File: src/rtl/sfpp_pkg.sv
// sfpp_pkg: shared types and constants of the sync framed packet parser
// used by sfpp_parse_core and sync_framed_packet_parser_unit, no dependencies
package sfpp_pkg;

	// parse phase codes, also reported on phase_after
	typedef enum logic [3:0] {
		PH_HUNT    = 4'd0,
		PH_SENDER  = 4'd1,
		PH_TARGET  = 4'd2,
		PH_COMMAND = 4'd3,
		PH_LENGTH  = 4'd4,
		PH_PAYLOAD = 4'd5,
		PH_CHK_HI  = 4'd6,
		PH_CHK_LO  = 4'd7,
		PH_DONE    = 4'd8
	} phase_t;

	localparam logic [7:0] SYNC_RESET = 8'hAA;

	// captured header fields and check word of the current frame
	typedef struct packed {
		logic [7:0]  src_id;
		logic [7:0]  dst_id;
		logic [7:0]  command;
		logic [15:0] check_word;
	} hdr_t;

endpackage

File: src/rtl/sfpp_parse_core.sv
// sfpp_parse_core: frame parse state and the per-byte next-state logic
// depends on sfpp_pkg; driven by sync_framed_packet_parser_unit
module sfpp_parse_core #(
	parameter int MAX_PAYLOAD = 64,
	parameter int LEN_W = 7,
	parameter int IDX_W = 6
) (
	input  logic                 clk,
	input  logic                 arst_n,
	input  logic                 step,
	input  logic [7:0]           rx_byte,
	input  logic [7:0]           sync_value,
	output sfpp_pkg::phase_t     phase_nx,
	output logic                 pay_valid,
	output logic [IDX_W-1:0]     pay_index,
	output logic                 done,
	output sfpp_pkg::hdr_t       hdr_nx,
	output logic [LEN_W-1:0]     len_nx
);
	import sfpp_pkg::*;

	localparam logic [7:0]       MAX_B = 8'(MAX_PAYLOAD);
	localparam logic [LEN_W-1:0] MAX_L = LEN_W'(MAX_PAYLOAD);

	phase_t           phase_q;
	hdr_t             hdr_q;
	logic [LEN_W-1:0] len_q;
	logic [LEN_W-1:0] cnt_q;
	logic [LEN_W-1:0] cnt_nx;
	logic [LEN_W-1:0] len_clamp;
	logic [LEN_W-1:0] cnt_inc;

	assign len_clamp = (rx_byte > MAX_B) ? MAX_L : LEN_W'(rx_byte);
	assign cnt_inc   = cnt_q + LEN_W'(1);

	// next state for one received byte
	always_comb begin
		phase_nx  = phase_q;
		hdr_nx    = hdr_q;
		len_nx    = len_q;
		cnt_nx    = cnt_q;
		pay_valid = 1'b0;
		pay_index = '0;
		done      = 1'b0;
		case (phase_q)
			PH_HUNT: begin
				if (rx_byte == sync_value) begin
					hdr_nx   = '0;
					len_nx   = '0;
					cnt_nx   = '0;
					phase_nx = PH_SENDER;
				end
			end
			PH_SENDER: begin
				hdr_nx.src_id = rx_byte;
				phase_nx = PH_TARGET;
			end
			PH_TARGET: begin
				hdr_nx.dst_id = rx_byte;
				phase_nx = PH_COMMAND;
			end
			PH_COMMAND: begin
				hdr_nx.command = rx_byte;
				phase_nx = PH_LENGTH;
			end
			PH_LENGTH: begin
				len_nx   = len_clamp;
				phase_nx = (len_clamp == '0) ? PH_CHK_HI : PH_PAYLOAD;
			end
			PH_PAYLOAD: begin
				pay_valid = 1'b1;
				pay_index = cnt_q[IDX_W-1:0];
				cnt_nx    = cnt_inc;
				if (cnt_inc >= len_q) begin
					phase_nx = PH_CHK_HI;
				end
			end
			PH_CHK_HI: begin
				hdr_nx.check_word = {rx_byte, 8'h00};
				phase_nx = PH_CHK_LO;
			end
			PH_CHK_LO: begin
				hdr_nx.check_word = hdr_q.check_word + {8'h00, rx_byte};
				done     = 1'b1;
				phase_nx = PH_DONE;
			end
			default: begin
				// byte after done is swallowed
				phase_nx = PH_HUNT;
			end
		endcase
	end

	// parse state registers
	always_ff @(posedge clk or negedge arst_n) begin
		if (!arst_n) begin
			phase_q <= PH_HUNT;
			hdr_q   <= '0;
			len_q   <= '0;
			cnt_q   <= '0;
		end else if (step) begin
			phase_q <= phase_nx;
			hdr_q   <= hdr_nx;
			len_q   <= len_nx;
			cnt_q   <= cnt_nx;
		end
	end

endmodule

File: src/rtl/sync_framed_packet_parser_unit.sv
// sync_framed_packet_parser_unit: top level of the sync framed packet parser
// depends on sfpp_pkg and sfpp_parse_core
//
// Parses a byte stream into frames: sync byte, sender, target, command, length
// (clamped to MAX_PAYLOAD), payload bytes reported one per transaction with
// their index, then a big-endian check word that is captured but not checked.
// Every accepted byte yields exactly one result transaction. Throughput is one
// byte per clock while out_ready does not stall the result register; a byte
// passes through the input register, then the parse state update into the
// result register, which drives out_valid.
// Write sync_value via cfg_we/cfg_wdata only while no transaction
// is in flight; it resets to 0xAA.
module sync_framed_packet_parser_unit #(
	parameter int MAX_PAYLOAD = 64
) (
	input  logic        clk,
	input  logic        arst_n,
	input  logic        cfg_we,
	input  logic [7:0]  cfg_wdata,
	input  logic        in_valid,
	output logic        in_ready,
	input  logic [7:0]  rx_byte,
	output logic        out_valid,
	input  logic        out_ready,
	output logic [3:0]  phase_after,
	output logic        payload_valid,
	output logic [7:0]  payload_byte,
	output logic [((MAX_PAYLOAD > 1) ? $clog2(MAX_PAYLOAD) : 1)-1:0] payload_index,
	output logic        frame_done,
	output logic [7:0]  src_id,
	output logic [7:0]  dst_id,
	output logic [7:0]  command,
	output logic [$clog2(MAX_PAYLOAD + 1)-1:0] payload_length,
	output logic [15:0] check_word
);
	import sfpp_pkg::*;

	localparam int LEN_W = $clog2(MAX_PAYLOAD + 1);
	localparam int IDX_W = (MAX_PAYLOAD > 1) ? $clog2(MAX_PAYLOAD) : 1;

	logic             v_s1;
	logic [7:0]       byte_s1;
	logic             v_s2;
	logic             advance;
	logic [7:0]       sync_q;
	phase_t           phase_nx;
	logic             pay_valid;
	logic [IDX_W-1:0] pay_index;
	logic             done;
	hdr_t             hdr_nx;
	logic [LEN_W-1:0] len_nx;

	// stage 1 moves on when the result register is free or being drained
	assign advance   = v_s1 && (!v_s2 || out_ready);
	assign in_ready  = !v_s1 || advance;
	assign out_valid = v_s2;

	// sync byte register
	always_ff @(posedge clk or negedge arst_n) begin
		if (!arst_n) begin
			sync_q <= SYNC_RESET;
		end else if (cfg_we) begin
			sync_q <= cfg_wdata;
		end
	end

	// valid bits of the two stages
	always_ff @(posedge clk or negedge arst_n) begin
		if (!arst_n) begin
			v_s1 <= 1'b0;
			v_s2 <= 1'b0;
		end else begin
			if (in_ready) begin
				v_s1 <= in_valid;
			end
			if (advance) begin
				v_s2 <= 1'b1;
			end else if (out_ready) begin
				v_s2 <= 1'b0;
			end
		end
	end

	// input register
	always_ff @(posedge clk) begin
		if (in_valid && in_ready) begin
			byte_s1 <= rx_byte;
		end
	end

	sfpp_parse_core #(
		.MAX_PAYLOAD(MAX_PAYLOAD),
		.LEN_W      (LEN_W),
		.IDX_W      (IDX_W)
	) u_core (
		.clk       (clk),
		.arst_n    (arst_n),
		.step      (advance),
		.rx_byte   (byte_s1),
		.sync_value(sync_q),
		.phase_nx  (phase_nx),
		.pay_valid (pay_valid),
		.pay_index (pay_index),
		.done      (done),
		.hdr_nx    (hdr_nx),
		.len_nx    (len_nx)
	);

	// result register
	always_ff @(posedge clk) begin
		if (advance) begin
			phase_after    <= phase_nx;
			payload_valid  <= pay_valid;
			payload_byte   <= pay_valid ? byte_s1 : 8'h00;
			payload_index  <= pay_index;
			frame_done     <= done;
			src_id         <= hdr_nx.src_id;
			dst_id         <= hdr_nx.dst_id;
			command        <= hdr_nx.command;
			payload_length <= len_nx;
			check_word     <= hdr_nx.check_word;
		end
	end

	// a completed frame always lands in the done phase
	a_done_phase: assert property (@(posedge clk) disable iff (!arst_n)
		(out_valid && frame_done) |-> (phase_after == PH_DONE))
		else $error("frame_done without done phase");

	// a payload byte and frame completion never share a transaction
	a_pay_done_excl: assert property (@(posedge clk) disable iff (!arst_n)
		out_valid |-> !(payload_valid && frame_done))
		else $error("payload_valid and frame_done together");

	// payload index stays below the clamped length
	a_index_range: assert property (@(posedge clk) disable iff (!arst_n)
		(out_valid && payload_valid) |->
		(LEN_W'(payload_index) < payload_length))
		else $error("payload_index out of range");

	// input backpressure only when both stages are full and output stalls
	a_ready_stall: assert property (@(posedge clk) disable iff (!arst_n)
		!in_ready |-> (v_s1 && v_s2 && !out_ready))
		else $error("in_ready low without a full stall");

endmodule

File: config.mk
export PLATFORM = sky130hd
export DESIGN_NAME = sync_framed_packet_parser_unit
export DESIGN_NICKNAME = d
export VERILOG_FILES = /design/src/rtl/sfpp_pkg.sv /design/src/rtl/sfpp_parse_core.sv /design/src/rtl/sync_framed_packet_parser_unit.sv
export SDC_FILE = /design/constraint.sdc
export NUM_CORES = 1
export LEC_CHECK = 0
export BUFFER_PORTS_ARGS = -buffer_cell sky130_fd_sc_hd__buf_2
export CAP_MARGIN = 20
export CORE_MARGIN = 2
export CORE_UTILIZATION = 52
export DETAILED_ROUTE_END_ITERATION = 10
export PLACE_DENSITY = 0.81
export SYNTH_ARGS = -nofsm -noshare
export SYNTH_HDL_FRONTEND = slang
export SYNTH_SLANG_ARGS = --single-unit
File: constraint.sdc
create_clock -name clk -period 3.1 [get_ports clk]
set_input_delay 0.31 -clock clk [delete_from_list [all_inputs] [get_ports clk]]
set_output_delay 0.31 -clock clk [all_outputs]
set_load 0.02 [all_outputs]
After elaboration in Yosys (flattened, before gate mapping)
Cells that the tools add are included.
{"block": "word_totals", "reg_bits": 143, "in_bits": 21, "output_inout_bits": 69, "wordCells": 63}
{"block": "op_classes", "n_addsub": 2, "order_cmp": 2, "eq_ne": 9, "muxes": 18, "reduce_logical": 11}
{"operator": "$pmux 16 s3", "count": 1}
{"operator": "$pmux 8 s2", "count": 3}
{"operator": "$mux 40", "count": 1}
{"operator": "$pmux 4 s8", "count": 1}
{"operator": "$pmux 7 s2", "count": 2}
{"operator": "$mux 7", "count": 3}
{"operator": "$add 16x8->16", "count": 1}
{"operator": "$eq 4x3->1 const B", "count": 4}
{"operator": "$eq 4x2->1 const B", "count": 2}
{"operator": "$eq 8x8->1", "count": 1}
{"operator": "$gt 8x7->1 const B", "count": 1}
{"operator": "$mux 4", "count": 2}
{"operator": "$add 7x1->7 const B", "count": 1}
{"operator": "$ge 7x7->1", "count": 1}
{"operator": "$logic_not 7->1", "count": 1}
{"operator": "$eq 4x1->1 const B", "count": 1}
{"operator": "$logic_not 4->1", "count": 1}
{"operator": "$mux 1", "count": 4}
{"operator": "$reduce_bool 2->1", "count": 2}
{"operator": "$reduce_and 3->1", "count": 1}
{"operator": "$logic_and 1x1->1", "count": 2}
{"operator": "$logic_not 1->1", "count": 2}
{"operator": "$logic_or 1x1->1", "count": 2}
{"operator": "$mux 2", "count": 1}
{"operator": "$ne 2x1->1 const B", "count": 1}

Depth between registers and ports, before layout
Gate-level depths: netlist of the first run.
{"block": "logic_depth", "word_depth": 5, "depth_mapped": 10, "ltp_nobuf": 10}

Cells and area by module
Synthesis of the first run repeated with hierarchy kept, for this count alone.
{"block": "unflattened", "cells_unflattened": 535, "hier_area_um2": 6685.2}
{"module": "sfpp_parse_core", "n_inst": 1, "cells_per_inst": 427, "area_each_um2": 3957.5}
{"module": "sync_framed_packet_parser_unit", "n_inst": 1, "cells_per_inst": 108, "area_each_um2": 2727.6}

Worst setup path after synthesis of the first run
OpenSTA, ideal clock, no wires.
{"block": "synth_path", "kind": "register to register", "from": "register v_s2 (netlist: out_valid)", "to": "register check_word[0] (enable)", "setup_ps": 458, "t_arrival_ps": 2923, "required_ps": 2642, "setup_slack_ps": -280, "path_stages_with_launch": 5, "n_path_buf": 1, "cell_sequence": "dfrtp_1 -> nand2b_1 -> nand2_1 -> inv_2 -> buf_1"}
{"block": "synth_between", "elab_chain_len": 3}
{"element": "start, declared", "line": "sync_framed_packet_parser_unit.sv:43", "source": "logic v_s2;"}
{"element": "start signal, assigned", "line": "sync_framed_packet_parser_unit.sv:71", "source": "v_s2 <= 1'b0;"}
{"element": "start signal, assigned", "line": "sync_framed_packet_parser_unit.sv:77", "source": "v_s2 <= 1'b1;"}
{"element": "start signal, assigned", "line": "sync_framed_packet_parser_unit.sv:79", "source": "v_s2 <= 1'b0;"}
{"element": "$logic_not 1->1", "line": "sync_framed_packet_parser_unit.sv:54", "source": "assign advance = v_s1 && (!v_s2 || out_ready);"}
{"element": "$logic_or 1x1->1", "line": "sync_framed_packet_parser_unit.sv:54"}
{"element": "$logic_and 1x1->1", "line": "sync_framed_packet_parser_unit.sv:54"}
{"element": "named net advance", "line": "sync_framed_packet_parser_unit.sv:44", "source": "logic advance;"}
{"element": "end signal, assigned", "line": "sync_framed_packet_parser_unit.sv:121", "source": "check_word <= hdr_nx.check_word;"}
{"element": "end, declared", "line": "sync_framed_packet_parser_unit.sv:34", "source": "output logic [15:0] check_word"}
The timed path passes the listed nets, and every way through them passes these cells.
A chain may end at the register's enable or synchronous reset.

Worst setup path in the final report of the first run
{"block": "layout_path", "from": "register u_core.cnt_q[0]", "to": "register phase_after[1], data pin"}
{"block": "layout_between", "elab_chain_len": 4}
{"element": "start, declared", "line": "sfpp_parse_core.sv:28", "source": "logic [LEN_W-1:0] cnt_q;"}
{"element": "start signal, assigned", "line": "sfpp_parse_core.sv:105", "source": "cnt_q <= cnt_nx;"}
{"element": "$add 7x1->7", "line": "sfpp_parse_core.sv:34", "source": "assign cnt_inc = cnt_q + LEN_W'(1);"}
{"element": "$ge 7x7->1", "line": "sfpp_parse_core.sv:74", "source": "if (cnt_inc >= len_q) begin"}
{"element": "$mux 4", "line": "sfpp_parse_core.sv:74"}
{"element": "$pmux 4 s8", "line": "sfpp_parse_core.sv:45", "source": "case (phase_q)"}
{"element": "named net phase_nx[1]", "line": "sync_framed_packet_parser_unit.sv:46", "source": "phase_t phase_nx;"}
{"element": "end signal, assigned", "line": "sync_framed_packet_parser_unit.sv:112", "source": "phase_after <= phase_nx;"}
{"element": "end, declared", "line": "sync_framed_packet_parser_unit.sv:25", "source": "output logic [3:0] phase_after,"}
The timed path passes the listed nets, and every way through them passes these cells.

==> impl_metrics.py, run 1 <==
metrics = {
    "status": {
        "outcome": "complete, no violations",
    },
    "sta": {
        "rsz0062_at_grt": "false",
        "setup-tns-final_ns": 0,
        "min_period_ns": 2.845,
        "finalClockSkew_ns": 0.006841,
        "finalCritPeriodShare_pct": 91.77,
        "setup_violations": 0,
        "worst_slack_ns": 0.2552,
        "max_slew_margin_pct": 50.80,
        "final-hold-violation-count": 0,
        "max_freq_ghz": 0.3515,
        "worst_pin_slew_ns": 0.7331,
        "final_max_slew_viol_count": 0,
    },
    "grt": {
        "grt_pass1_wl_um": 25900,
        "grt_overflow_total": 0,
        "grt_start_max_net_pins": 38,
        "antenna_found_initial": 0,
        "first_global_vias": 4919,
        "grt_use_total_pct": 24.05,
    },
    "clocking": {
        "cts_tree": "yes",
        "cts.clk_slew.worst_paths_ns": 0.06,
        "cts.sinks": 143,
        "ctsLongestPathBuffers": 2,
        "cts_hold_buffers": 1,
        "cts_resized": 0,
        "insertion_delay_ns": 0.43,
        "cts_made_buffers": 17,
        "root_buffer": "clkbuf_16",
        "postCtsSetupBuffers": 0,
        "htree_levels": 4,
    },
    "worst_setup_path": {
        "cp-start-kind": "flip-flop",
        "cp.required_ns": 3.26,
        "crit_arrival_ns": 3.00,
        "crit_fanout": 7,
        "setup.worst_path.end_class": "flip-flop",
        "critPathKind": "flip-flop to flip-flop",
    },
    "die": {
        "std_cell_rows": 41,
        "pin_count": 90,
        "die_height_um": 117.6,
        "core_area_um2": 12620,
        "die_w_um": 117.6,
        "initial_core_util_pct": 53.19,
        "die_area_um2": 13830,
    },
    "synthesis": {
        "synth_flop_cell": "edfxtp_1",
        "yosysWarnings": 0,
        "ys_seq_elements": 143,
        "synth_area_um2": 6713,
        "synth-edff-count": 75,
        "synthCells": 547,
        "ys_seq_area_share_pct": 58.97,
        "post_synth_num_cell_types": 57,
        "syn-num-nets": 585,
        "async_flop_share_pct": 47.55,
        "syn_avg_cell_area_um2": 12.27,
    },
    "detailed_routing": {
        "drt-wirelength-per-cell_um": 19.67,
        "dr.pass1.iters": 5,
        "vias_per_cell": 6.127,
        "totalWireLength_um": 16250,
        "drc": 0,
        "vias": 5061,
        "postRouteAntennaNets": 0,
        "initialDrtViolationCount": 544,
    },
    "cells_and_area": {
        "diodes": 0,
        "area_delta_synth_final_pct": 19.03,
        "final_nets": 679,
        "drive_gt1_share_pct": 25.54,
        "instances_no_fill": 826,
        "num-fill-cells": 995,
    },
    "placement": {
        "port_buffers": 89,
        "post-place-ws_ns": 0.3185,
        "placedCellCount": 793,
        "hpwl_um": 10790,
        "place_congestion": 0.9417,
    },
    "power_and_ir_drop": {
        "cellPowerDensity_nw_per_um2": 892.7,
        "leakagePower_nw": 3.433,
        "ir_drop_uv": 389.1,
    },
    "job": {
        "maxCapViolCount": 0,
    },
    "worst_hold_path": {
        "hold_class": "input pin to flip-flop",
    },
}
flip-flops by register name (all words and copies together), names as in the netlist, 6 cells and up:
register,flops
sync_q,8
dst_id,8
u_core.len_q,7
payload_length,7
check_word,16
payload_byte,8
u_core.hdr_q,40
src_id,8
payload_index,6
byte_s1,8
command,8
u_core.cnt_q,7
final timing paths:
kind,start,endpoint,slack (ns),depth (start not counted)
min in group asynchronous,arst_n,u_core.len_q[5]$_DFFE_PN0P_,0.31,2
min,rx_byte[5],byte_s1[5]$_DFFE_PP_,0.06,1
max reg2reg,u_core.cnt_q[0]$_DFFE_PN0P_,phase_after[1]$_DFFE_PP_,0.26,10
min reg2reg,u_core.hdr_q[39]$_DFFE_PN0P_,u_core.hdr_q[39]$_DFFE_PN0P_,0.50,1
max,u_core.cnt_q[0]$_DFFE_PN0P_,phase_after[1]$_DFFE_PP_,0.26,10
max in group asynchronous,arst_n,u_core.hdr_q[22]$_DFFE_PN0P_,1.97,3
report_power, final:
group	internal, W	total, W	switching (W)
logic	0.000862	0.00206	0.00120
clock network	0.00126	0.00203	0.000778
registers	0.00264	0.00304	0.000398
total	0.00476	0.00713	0.00237
cell usage in the layout (no fill, tap or decap), types with 5 or more instances in the layout:
master and count:
a211oi_1 5, a21o_1 9, a21oi_1 9, a22o_1 58, a31oi_1 5, a32o_1 11
and2_1 19, buf_2 89, buf_4 20, clkbuf_16 21, clkinv_2 5, dfrtp_1 64
edfxtp_1 75, ha_1 16, inv_1 14, mux2_2 9, nand2_1 53, nand2b_1 7
nand3_1 12, nand4_1 6, nor2_1 11, nor3_1 8, o211ai_1 7, o21ai_0 23
o31a_1 5, xnor2_1 5, xor2_1 14
synthesized netlist by cell type, types with 3 or more instances:
cell type | instances | area share [%]
nand4_1 | 6 | 0.56
inv_1 | 14 | 0.78
a31oi_1 | 5 | 0.47
nand2b_1 | 7 | 0.65
nand3b_1 | 3 | 0.34
o211ai_2 | 3 | 0.56
nor2_1 | 11 | 0.62
nor4_1 | 3 | 0.28
o21a_1 | 4 | 0.45
ha_1 | 16 | 3.0
o2111ai_1 | 4 | 0.52
o21ai_1 | 4 | 0.30
mux2_2 | 9 | 1.5
buf_1 | 3 | 0.17
o211ai_1 | 7 | 0.78
a211oi_1 | 5 | 0.56
xor2_1 | 14 | 1.8
a21o_1 | 9 | 1.0
nor3_1 | 8 | 0.60
and2_1 | 19 | 1.8
a22o_1 | 58 | 7.6
dfstp_2 | 4 | 1.6
o21ai_0 | 23 | 1.7
o21ai_2 | 3 | 0.39
nand2_1 | 53 | 3.0
clkbuf_1 | 18 | 1.0
xnor2_1 | 5 | 0.65
edfxtp_1 | 75 | 34
a21oi_1 | 9 | 0.67
a32o_1 | 11 | 1.6
and3_1 | 3 | 0.28
inv_2 | 3 | 0.17
o2bb2ai_1 | 3 | 0.39
o31a_1 | 5 | 0.65
buf_2 | 14 | 1.0
nand3_1 | 12 | 0.89
dfrtp_1 | 64 | 24
or3_1 | 4 | 0.37
routing by layer:
layer	global-route usage, %	share of wire, %	vias up	wire length, um
li1	-	-	2288	-
met1	33.60	43	2471	7053
met2	35.21	46	256	7517
met3	5.911	7.6	46	1239
met4	11.90	2.7	0	437
met5	0	0	-	0
worst max-delay path, stage by stage, from the launching register on:
cell and delay [ns]:
dfrtp_1 0.44, ha_1 0.26, nand3_1 0.13, nor2_1 0.15, xor2_1 0.23, ha_1 0.31
a21oi_1 0.17, o21a_1 0.16, o21ai_0 0.09, a2111oi_0 0.58, nor2_1 0.07
cells by family after synthesis:
group                      after synthesis  share of synthesized area (%)
adders and majority gates               17                          3.281
buffers and inverters                   52                          3.169
xor gates and xnor gates                19                          2.479
AOI/OAI and AO/OA                      168                          19.70
and+or+nand+nor                        139                          10.89
muxes                                    9                          1.510
DFF                                    143                          58.97
final cells by class:
cell class	instances	area [um^2]	area share [%]
clock inverter	7	43.79	0.5481
inverter	17	65.06	0.8143
clock buffer	25	560.5	7.015
multi-input combinational	352	2541	31.80
sequential	143	3959	49.55
tap	172	215.2	2.693
timing repair buffer	110	605.6	7.579
metrics by stage:
stage / area (um^2) / total power [W] / utilization, % / hold WS, ns
global placement: 7376 / 0.005008 / 58.45 / 0.2084
global route: 7990 / 0.007495 / 63.32 / 0.04291
detailed placement: 7376 / 0.005090 / 58.45 / 0.2163
finish: 7990 / 0.007133 / 63.32 / 0.05798
floorplan: 6720 / 0.004471 / - / 0.01441
CTS: 7990 / 0.007145 / 63.32 / 0.04432
No activity file was read; power rests on OpenSTA's default activity.
==> run 2, diff against run 1 <==
Settings changed: HOLD_SLACK_MARGIN set to 0.12.
==> impl_metrics.py, run 2 (synthesis results as in run 1) <==
metrics = {
    "cells_and_area": {
        "most-common-layout-cells": "89 x buf_2, 75 x edfxtp_1, 64 x dfrtp_1",
        "top_register": "u_core.hdr_q",
        "area_delta_synth_final_pct": 21.57,
        "drive_gt1_share_pct": 24.89,
        "instances_no_fill": 843,
        "largest_reg_flops": 40,
        "reg_top3": "u_core.hdr_q (40), check_word (16)",
        "final_nets": 696,
        "diodes": 0,
        "layout_commonest_cell": "buf_2",
    },
    "worst_setup_path": {
        "crit_fanout": 7,
        "setup.worst_path.end_class": "flip-flop",
        "cp-start-kind": "flip-flop",
        "cp.required_ns": 3.26,
        "crit_arrival_ns": 3.01,
        "critPathKind": "flip-flop to flip-flop",
        "r2r_cells": 10,
        "rrSetupSlack_ns": 0.25,
        "timing.rr.end": "phase_after[1]$_DFFE_PP_",
        "r2r_start": "u_core.cnt_q[0]$_DFFE_PN0P_",
    },
    "detailed_routing": {
        "vias_per_cell": 6.057,
        "drt-wirelength-per-cell_um": 19.63,
        "drc": 0,
        "initialDrtViolationCount": 501,
        "dr.pass1.iters": 6,
        "totalWireLength_um": 16550,
        "postRouteAntennaNets": 0,
        "vias": 5106,
    },
    "die": {
        "die_height_um": 117.6,
        "die_area_um2": 13830,
        "std_cell_rows": 41,
        "die_w_um": 117.6,
        "pin_count": 90,
        "initial_core_util_pct": 53.19,
        "core_area_um2": 12620,
    },
    "power_and_ir_drop": {
        "leakagePower_nw": 3.504,
        "ir_drop_uv": 387.2,
        "cellPowerDensity_nw_per_um2": 876.9,
    },
    "clocking": {
        "cts_tree": "yes",
        "cts.sinks": 143,
        "insertion_delay_ns": 0.43,
        "htree_levels": 4,
        "root_buffer": "clkbuf_16",
        "postCtsSetupBuffers": 0,
        "ctsLongestPathBuffers": 2,
        "cts.clk_slew.worst_paths_ns": 0.06,
        "cts_made_buffers": 17,
    },
    "placement": {
        "hpwl_um": 10790,
        "place_congestion": 0.9417,
        "port_buffers": 89,
        "placedCellCount": 793,
    },
    "sta": {
        "setup_violations": 0,
        "final_max_slew_viol_count": 0,
        "worst_pin_slew_ns": 0.6886,
        "max_slew_margin_pct": 53.79,
        "rsz0062_at_grt": "false",
        "finalCritPeriodShare_pct": 91.83,
        "finalClockSkew_ns": 0.007601,
        "max_freq_ghz": 0.3513,
        "final-hold-violation-count": 0,
        "setup-tns-final_ns": 0,
        "min_period_ns": 2.847,
    },
    "worst_hold_path": {
        "hold_class": "input pin to flip-flop",
        "hold_path_depth": 3,
        "worstHoldStart": "out_ready",
        "min_to": "v_s1$_DFFE_PN0N_",
    },
    "job": {
        "maxCapViolCount": 0,
    },
    "status": {
        "outcome": "complete, no violations",
    },
    "grt": {
        "antenna_found_initial": 0,
        "grt_overflow_total": 0,
        "first_global_vias": 5008,
        "grt_start_max_net_pins": 38,
        "grt_pass1_wl_um": 26220,
        "grt_use_total_pct": 24.38,
    },
}
## run 2: changes by cell type in the layout (fill, tap and decap cells not counted)
cell           delta
dlygate4sd3_1    +17
## run 2: worst max-delay path, cell delays in order (launching register included)
cell and delay, ns:
dfrtp_1 0.44, ha_1 0.26, nand3_1 0.13, nor2_1 0.15
xor2_1 0.23, ha_1 0.30, a21oi_1 0.17, o21a_1 0.16
o21ai_0 0.09, a2111oi_0 0.58, nor2_1 0.07
## run 2: how the worst max path moves through the flow
| stage | startpoint | depth (start not counted) | slack [ns] | to |
|---|---|---|---|---|
| 6_report | u_core.cnt_q[0]$_DFFE_PN0P_ | 10 | 0.25 | phase_after[1]$_DFFE_PP_ |
| 5_1_grt | u_core.cnt_q[0]$_DFFE_PN0P_ | 10 | 0.06 | phase_after[1]$_DFFE_PP_ |
| 4_1_cts | u_core.cnt_q[0]$_DFFE_PN0P_ | 10 | 0.30 | phase_after[1]$_DFFE_PP_ |
| 3_5_place_dp | u_core.cnt_q[0]$_DFFE_PN0P_ | 10 | 0.32 | phase_after[1]$_DFFE_PP_ |
| 3_3_place_gp | u_core.cnt_q[0]$_DFFE_PN0P_ | 10 | 0.41 | phase_after[1]$_DFFE_PP_ |
| 2_1_floorplan | u_core.cnt_q[0]$_DFFE_PN0P_ | 10 | 0.61 | phase_after[1]$_DFFE_PP_ |
## run 2: cell type report
class / count / area [um^2]
sequential: 143 / 3959
clock inverter: 7 / 43.79
multi-input combinational: 352 / 2541
tap: 172 / 215.2
inverter: 17 / 65.06
clock buffer: 25 / 560.5
timing repair buffer: 127 / 775.7
fill: 976 / 4459
## run 2: power by group
group	switching [W]	total, W	internal [W]
Combinational	0.00120	0.00208	0.000877
Clock	0.000784	0.00204	0.00125
Sequential	0.000398	0.00304	0.00264
Total	0.00238	0.00716	0.00477
## run 2: layer usage
layer | GRT usage, % | vias up | routed length (um)
li1 | - | 2319 | -
met1 | 33.57 | 2499 | 7188
met2 | 36.48 | 246 | 7756
met3 | 5.766 | 42 | 1133
met4 | 11.90 | 0 | 474
met5 | 0 | - | 0
## run 2: what timing repair did
action                                 in CTS  in global routing
hold buffers                               17                  1
endpoints found under the hold margin      27                  1
gates resized for setup                     0                  0
## run 2: through the flow
stage / hold slack, ns / power (W) / setup WS [ns] / utilization, % / area [um^2]
after detailed placement: 0.2163 / 0.005090 / 0.3185 / 58.45 / 7376
after global routing: 0.2181 / 0.007514 / 0.05732 / 64.66 / 8160
after floorplan: 0.01441 / 0.004471 / 0.6062 / - / 6720
after CTS: 0.1205 / 0.007161 / 0.3018 / 64.58 / 8150
after global placement: 0.2084 / 0.005008 / 0.4052 / 58.45 / 7376
final: 0.2091 / 0.007156 / 0.2531 / 64.66 / 8160
